## config.mk

```make
export PLATFORM = sky130hd
export DESIGN_NAME = utf8_stream_decoder
export DESIGN_NICKNAME = d
export VERILOG_FILES = /design/src/hw/rtl/u8dec_pkg.sv /design/src/hw/rtl/utf8_stream_decoder.sv
export SDC_FILE = /design/constraint.sdc
export NUM_CORES = 1
export LEC_CHECK = 0
export ABC_AREA = 1
export CAP_MARGIN = 20
export CORE_MARGIN = 4
export CORE_UTILIZATION = 60
export DETAILED_ROUTE_END_ITERATION = 6
export DONT_BUFFER_PORTS = 1
export GPL_TIMING_DRIVEN = 0
export PLACE_DENSITY = 0.74
export SYNTH_ARGS = -nofsm -noshare
export SYNTH_HDL_FRONTEND = slang
export SYNTH_SLANG_ARGS = --single-unit
```

## constraint.sdc

```tcl
create_clock -name i_clk -period 5.3 [get_ports i_clk]
set_input_delay 0.265 -clock i_clk [delete_from_list [all_inputs] [get_ports i_clk]]
set_output_delay 0.265 -clock i_clk [all_outputs]
set_load 0.005 [all_outputs]
```

## src/hw/rtl/u8dec_pkg.sv

```systemverilog
`timescale 1ns / 1ps
// ============================================================================
// u8dec_pkg - shared types and constants for the UTF-8 stream decoder
// Beat structs for both channels, code point limits and lead-byte helpers.
// ============================================================================
package u8dec_pkg;

    // Input beat: one raw byte plus end-of-stream flag
    typedef struct packed {
        logic [7:0] byte_in;
        logic       stream_end;
    } t_in_beat;

    // Output beat: one decoded scalar
    typedef struct packed {
        logic [20:0] scalar;
        logic [2:0]  byte_count;
        logic [1:0]  utf16_units;
        logic        run_last;
    } t_out_beat;

    localparam logic [20:0] REPLACEMENT_CHAR = 21'h00fffd;
    localparam logic [20:0] MAX_SCALAR       = 21'h10ffff;
    localparam logic [20:0] SURROGATE_LO     = 21'h00d800;
    localparam logic [20:0] SURROGATE_HI     = 21'h00dfff;
    localparam logic [20:0] MIN_FOUR_BYTE    = 21'h010000;
    localparam logic [20:0] MIN_THREE_BYTE   = 21'h000800;
    localparam logic [20:0] BMP_MAX          = 21'h00ffff;
    localparam logic [7:0]  LEAD_TWO_LO      = 8'hc2;
    localparam logic [7:0]  LEAD_TWO_HI      = 8'hdf;
    localparam logic [7:0]  LEAD_THREE_LO    = 8'he0;
    localparam logic [7:0]  LEAD_THREE_HI    = 8'hef;
    localparam logic [7:0]  LEAD_FOUR_LO     = 8'hf0;
    localparam logic [7:0]  LEAD_FOUR_HI     = 8'hf4;
    localparam logic [7:0]  ASCII_LIMIT      = 8'h80;
    localparam logic [7:0]  CONT_MASK        = 8'hc0;
    localparam logic [7:0]  CONT_TAG         = 8'h80;
    localparam logic [7:0]  PAYLOAD_MASK     = 8'h3f;

    // Sequence length opened by a lead byte, 0 when not a valid lead
    function automatic logic [2:0] lead_length(input logic [7:0] b);
        logic [2:0] len;
        len = 3'd0;
        if (b >= LEAD_TWO_LO && b <= LEAD_TWO_HI) begin
            len = 3'd2;
        end else if (b >= LEAD_THREE_LO && b <= LEAD_THREE_HI) begin
            len = 3'd3;
        end else if (b >= LEAD_FOUR_LO && b <= LEAD_FOUR_HI) begin
            len = 3'd4;
        end
        return len;
    endfunction

    // Payload bits kept from a lead byte of the given length
    function automatic logic [20:0] lead_payload(input logic [7:0] b, input logic [2:0] len);
        logic [20:0] v;
        unique case (len)
            3'd2:    v = {16'd0, b[4:0]};
            3'd3:    v = {17'd0, b[3:0]};
            3'd4:    v = {18'd0, b[2:0]};
            default: v = 21'd0;
        endcase
        return v;
    endfunction

    // Rejects overlong 3/4-byte forms, surrogates and values past the top
    function automatic logic value_ok(input logic [2:0] len, input logic [20:0] v);
        logic ok;
        ok = 1'b1;
        if (len == 3'd3 && v < MIN_THREE_BYTE) ok = 1'b0;
        if (len == 3'd4 && v < MIN_FOUR_BYTE)  ok = 1'b0;
        if (v >= SURROGATE_LO && v <= SURROGATE_HI) ok = 1'b0;
        if (v > MAX_SCALAR) ok = 1'b0;
        return ok;
    endfunction

endpackage

```

## src/hw/rtl/utf8_stream_decoder.sv

```systemverilog
`timescale 1ns / 1ps
// ============================================================================
// utf8_stream_decoder - streaming UTF-8 decoder with per-byte replacement
// Takes one byte per beat and emits Unicode scalars with byte and UTF-16
// unit counts; rejected bytes each become U+FFFD.
// ============================================================================
//
//  channel | direction | beat type           | handshake
//  --------+-----------+---------------------+---------------------------
//  in      | input     | u8dec_pkg::t_in_beat  | i_in_valid / o_in_ready
//  out     | output    | u8dec_pkg::t_out_beat | o_out_valid / i_out_ready
//
//  Each accepted byte is decoded in the cycle it arrives and its results
//  land in a result group register: up to four U+FFFD replacements followed
//  by at most one tail scalar, at most four results per byte in all. The
//  group drains one beat per cycle while i_out_ready is high. The next
//  byte is taken in the same cycle the group's last beat leaves. Reset
//  (i_rst_n low, synchronous) drops any pending sequence and any
//  undelivered results. A stalled output holds the current beat and
//  back-pressures the input once the group is down to it.
//
module utf8_stream_decoder (
    input  logic                 i_clk,
    input  logic                 i_rst_n,
    input  logic                 i_in_valid,
    output logic                 o_in_ready,
    input  u8dec_pkg::t_in_beat  i_in_data,
    output logic                 o_out_valid,
    input  logic                 i_out_ready,
    output u8dec_pkg::t_out_beat o_out_data
);

    // Pending sequence state
    logic [2:0]  r_seq_len, n_seq_len;     // 0 = no sequence open
    logic [1:0]  r_held, n_held;           // bytes of the sequence taken so far
    logic [20:0] r_partial, n_partial;     // payload bits gathered so far

    // Result group: replacements first, then the optional tail scalar
    logic [2:0]  r_rep_cnt, n_rep_cnt;
    logic        r_has_tail, n_has_tail;
    logic [20:0] r_tail_scalar, n_tail_scalar;
    logic [2:0]  r_tail_count, n_tail_count;

    logic       in_fire, out_fire;
    logic [3:0] items_left;
    logic [7:0] b;
    logic       last;
    logic       is_cont;
    logic [20:0] cont_value;
    logic [2:0]  cont_count;
    logic [2:0]  lead_len;

    assign b          = i_in_data.byte_in;
    assign last       = i_in_data.stream_end;
    assign is_cont    = (b & u8dec_pkg::CONT_MASK) == u8dec_pkg::CONT_TAG;
    assign cont_value = {r_partial[14:0], b[5:0] & u8dec_pkg::PAYLOAD_MASK[5:0]};
    assign cont_count = {1'b0, r_held} + 3'd1;
    assign lead_len   = u8dec_pkg::lead_length(b);

    assign items_left  = {1'b0, r_rep_cnt} + {3'd0, r_has_tail};
    assign o_out_valid = items_left != 4'd0;
    assign out_fire    = o_out_valid && i_out_ready;
    // Take a new byte once the group empties this cycle
    assign o_in_ready  = (items_left == 4'd0) || (items_left == 4'd1 && i_out_ready);
    assign in_fire     = i_in_valid && o_in_ready;

    // Output beat: replacements drain first, the tail closes the run
    always_comb begin
        if (r_rep_cnt != 3'd0) begin
            o_out_data.scalar      = u8dec_pkg::REPLACEMENT_CHAR;
            o_out_data.byte_count  = 3'd1;
            o_out_data.utf16_units = 2'd1;
            o_out_data.run_last    = (r_rep_cnt == 3'd1) && !r_has_tail;
        end else begin
            o_out_data.scalar      = r_tail_scalar;
            o_out_data.byte_count  = r_tail_count;
            o_out_data.utf16_units = (r_tail_scalar > u8dec_pkg::BMP_MAX) ? 2'd2 : 2'd1;
            o_out_data.run_last    = 1'b1;
        end
    end

    // Decode one byte against the pending sequence
    always_comb begin
        n_seq_len     = r_seq_len;
        n_held        = r_held;
        n_partial     = r_partial;
        n_rep_cnt     = r_rep_cnt;
        n_has_tail    = r_has_tail;
        n_tail_scalar = r_tail_scalar;
        n_tail_count  = r_tail_count;

        // Drain side
        if (out_fire) begin
            if (r_rep_cnt != 3'd0) begin
                n_rep_cnt = r_rep_cnt - 3'd1;
            end else begin
                n_has_tail = 1'b0;
            end
        end

        // Load side: the group is empty (or emptying) whenever this fires
        if (in_fire) begin
            n_rep_cnt  = 3'd0;
            n_has_tail = 1'b0;
            if (r_seq_len != 3'd0 && is_cont) begin
                if (cont_count >= r_seq_len) begin
                    // Sequence complete: check range, then clear
                    if (u8dec_pkg::value_ok(r_seq_len, cont_value)) begin
                        n_has_tail    = 1'b1;
                        n_tail_scalar = cont_value;
                        n_tail_count  = r_seq_len;
                    end else begin
                        n_rep_cnt = r_seq_len;
                    end
                    n_seq_len = 3'd0;
                    n_held    = 2'd0;
                    n_partial = 21'd0;
                end else if (last) begin
                    // Stream cut short mid-sequence
                    n_rep_cnt = cont_count;
                    n_seq_len = 3'd0;
                    n_held    = 2'd0;
                    n_partial = 21'd0;
                end else begin
                    n_held    = cont_count[1:0];
                    n_partial = cont_value;
                end
            end else begin
                // Broken sequence: flush held bytes, then decode afresh
                n_rep_cnt = (r_seq_len != 3'd0) ? {1'b0, r_held} : 3'd0;
                n_seq_len = 3'd0;
                n_held    = 2'd0;
                n_partial = 21'd0;
                if (b < u8dec_pkg::ASCII_LIMIT) begin
                    n_has_tail    = 1'b1;
                    n_tail_scalar = {13'd0, b};
                    n_tail_count  = 3'd1;
                end else if (lead_len == 3'd0 || last) begin
                    n_has_tail    = 1'b1;
                    n_tail_scalar = u8dec_pkg::REPLACEMENT_CHAR;
                    n_tail_count  = 3'd1;
                end else begin
                    n_seq_len = lead_len;
                    n_held    = 2'd1;
                    n_partial = u8dec_pkg::lead_payload(b, lead_len);
                end
            end
        end
    end

    always_ff @(posedge i_clk) begin
        if (!i_rst_n) begin
            r_seq_len  <= 3'd0;
            r_held     <= 2'd0;
            r_partial  <= 21'd0;
            r_rep_cnt  <= 3'd0;
            r_has_tail <= 1'b0;
        end else begin
            r_seq_len  <= n_seq_len;
            r_held     <= n_held;
            r_partial  <= n_partial;
            r_rep_cnt  <= n_rep_cnt;
            r_has_tail <= n_has_tail;
        end
    end

    // Tail payload, no reset needed
    always_ff @(posedge i_clk) begin
        r_tail_scalar <= n_tail_scalar;
        r_tail_count  <= n_tail_count;
    end

endmodule

```

==> metrics <==
Cell Rows 24; Power Total about 1.5 mW; Die Span X 75.6 um; Crit path required time 5230 ps; Startpoint Class flop; antenna-violating nets left 0; Worst-path clk slew roughly 90 ps; R2R Path Start r_rep_cnt[0]; post-synthesis average cell area between 7 and 8 um2; status completed; Worst Hold Launch i_rst_n; I/O Buffers 0; post-DP HPWL roughly 4.7 mm; drt via density 5.45; Worst Hold End r_rep_cnt[0]; wire length per cell 14.2 um; Sink Count 48; Critical Path Fanout Max 24; Initial Util 62.6%; P_int 0.832 mW; Arrival @ worst endpoint between 2000 and 3000 ps; die height approximately 76 um; vias in the first global route 2098; Flop pwr share 36.7%; via count of the routed design 2298; first-pass GRT wire length 9.70 mm; deepest clock path buffer count 2; RePlAce Congestion 0.992; min Tclk post-route approximately 2700 ps; RSZ-0062 raised after global routing false; leakage 1.23 nW; I/O pin count between 40 and 50; FF+latch count, synth 48; Nets 391; Hold Buf Count CTS 0; r2r setup slk ~2600 ps; PostCTS Resize Cnt 0; Area growth, synth to finish 5.83%; DP Worst Slack 2580 ps; worst reg-to-reg path cell count 9; share of flip-flops with an asynchronous set or reset 0%; post-synth top area cell edfxtp_1; most frequent cell after synthesis nand2_1; Switching Share around 44%; critical path capture point type flop; P_sw 0.641 mW; number of synthesized flops with an enable pin 24; Placed Cells incl. Taps 414; FF-to-FF End r_tail_scalar[5]; Core Area approximately 0.0044 mm2; Clk Latency, worst-skew pair 300 ps; initial antenna violation count 0; ant diodes 0; hold_ws 79.5 ps; initial DRC count around 170; ranking of synthesized cells by area edfxtp_1 26%, dfxtp_1 18%, nand2_1 12%, inv_1 6.7%, nor2_1 6.3%; # setup viols final 0; drt total wl 6.00 mm; htree depth 2; worst slew pin tran roughly 900 ps; DRC errors left 0; top_reg_cell synth edfxtp_1; Power Dens Cells 507 mW/mm2; root buf cell clkbuf_8; period utilisation layout 51.2%; VDD IR-drop max 0.211 mV; layout cells sized above 1 13.8%; total grt overflow 0; number of post-CTS setup repair buffers 0; pin count of the biggest net entering global routing 25; Sum Neg Setup Slack 0 ps; worst hold stages 2; most common library cells after synthesis 91 x nand2_1, 49 x inv_1, 46 x nor2_1, 24 x dfxtp_1, 24 x edfxtp_1; Synth top area share about a quarter; slew margin rel. 41.2%; YS warnings 0; Slew Viols, Final 0; Max-cap violations 0; Total Routing Usage GR 22.7%; Num CTS Buffers 5; part of the power in combinational logic a little under half; CTS tree yes; proportion of power drawn by the clock network between 15 and 20%; total standard cell area after synthesis 0.00275 mm2; sequential area share after synthesis 43.8%; clock skew 4.05 ps; non-filler cells in the finished layout 422; worst min-delay path category in2reg; area of the die around 0.0057 mm2; Achievable Freq 369 MHz; Mapped Cells 362; 1st-pass router iterations 4; count of cell types in the netlist 30; Final Hold Fails 0; PnR worst setup slack roughly 2600 ps; crit path kind reg2reg; post-synth net total 384
[worst max path at each step]
stage	cells past startpoint	start	endpoint
after floorplan	8	r_rep_cnt[0]	r_tail_count[0]
after global placement	8	r_rep_cnt[0]	r_tail_scalar[17]
after detailed placement	9	r_rep_cnt[0]	r_tail_scalar[15]
after CTS	9	r_rep_cnt[0]	r_tail_count[1]
after global routing	9	r_rep_cnt[0]	r_tail_scalar[10]
final	9	r_rep_cnt[0]	r_tail_scalar[5]
[cell families after synthesis]
family,Yosys count,synth area share [%]
compound gates,44,8.52
xor+xnor,1,0.319
fa+ha+maj,9,4.10
buf+inv,65,9.75
flops,48,43.8
simple gates,195,33.5
[routing by layer]
metal	track usage (%)	up-vias	part of all wire (%)
li1	-	1168	-
met1	31.8	1025	45
met2	35.7	92	45
met3	5.15	13	8.3
met4	6.02	0	1.4
met5	0	-	0
[cells in the final DEF, fill, tap and decap left out, drive strengths merged]
cell,instances
inv,55
nand3,17
edfxtp,24
nand4,11
clkinv,2
buf,5
nand2,93
nor3,6
clkbuf,11
o21ai,19
or2,18
a21oi,23
xnor2,1
dfxtp,24
ha,9
nor2,50
a31oi,2
[state kept, by name (all words and copies together), names as in the netlist]
name,cells
r_tail_scalar,21
r_has_tail,1
r_rep_cnt,3
r_held,2
r_seq_len,3
r_partial,15
r_tail_count,3
[power by group through the flow]
stage	Combinational (mW)	Sequential (mW)	Clock, mW
3_3_place_gp	0.691	0.545	0
3_5_place_dp	0.713	0.550	0
2_1_floorplan	0.571	0.533	0
4_1_cts	0.714	0.541	0.231
6_report	0.708	0.540	0.226
5_1_grt	0.803	0.550	0.249
[critical path, stage by stage, from the launching register on]
cell and delay, ps:
dfxtp_1 410, ha_1 210, ha_1 180, nand3_1 90, o21ai_2 120, nand4_4 210, buf_6 210, nor2_4 110
nand3_2 100, inv_1 660
[stage by stage]
step                      cell area, um2  utilization, %
final                               2910            66.3
after global routing                2910            66.3
after CTS                           2910            66.3
after detailed placement            2810            64.1
after global placement              2810            64.1
after floorplan                     2750               -
[layout make-up]
| cell class | count | area, um2 |
|---|---|---|
| plain buffers | 9 | 52.6 |
| clock buffers | 7 | 86.3 |
| clock inverters | 1 | 8.76 |
| fillers | 385 | 1480 |
| inverters | 56 | 215 |
| multi-input cells | 249 | 1280 |
| flip-flops and latches | 48 | 1200 |
| well taps | 52 | 65.1 |
Power figures use the tool's default switching activity.
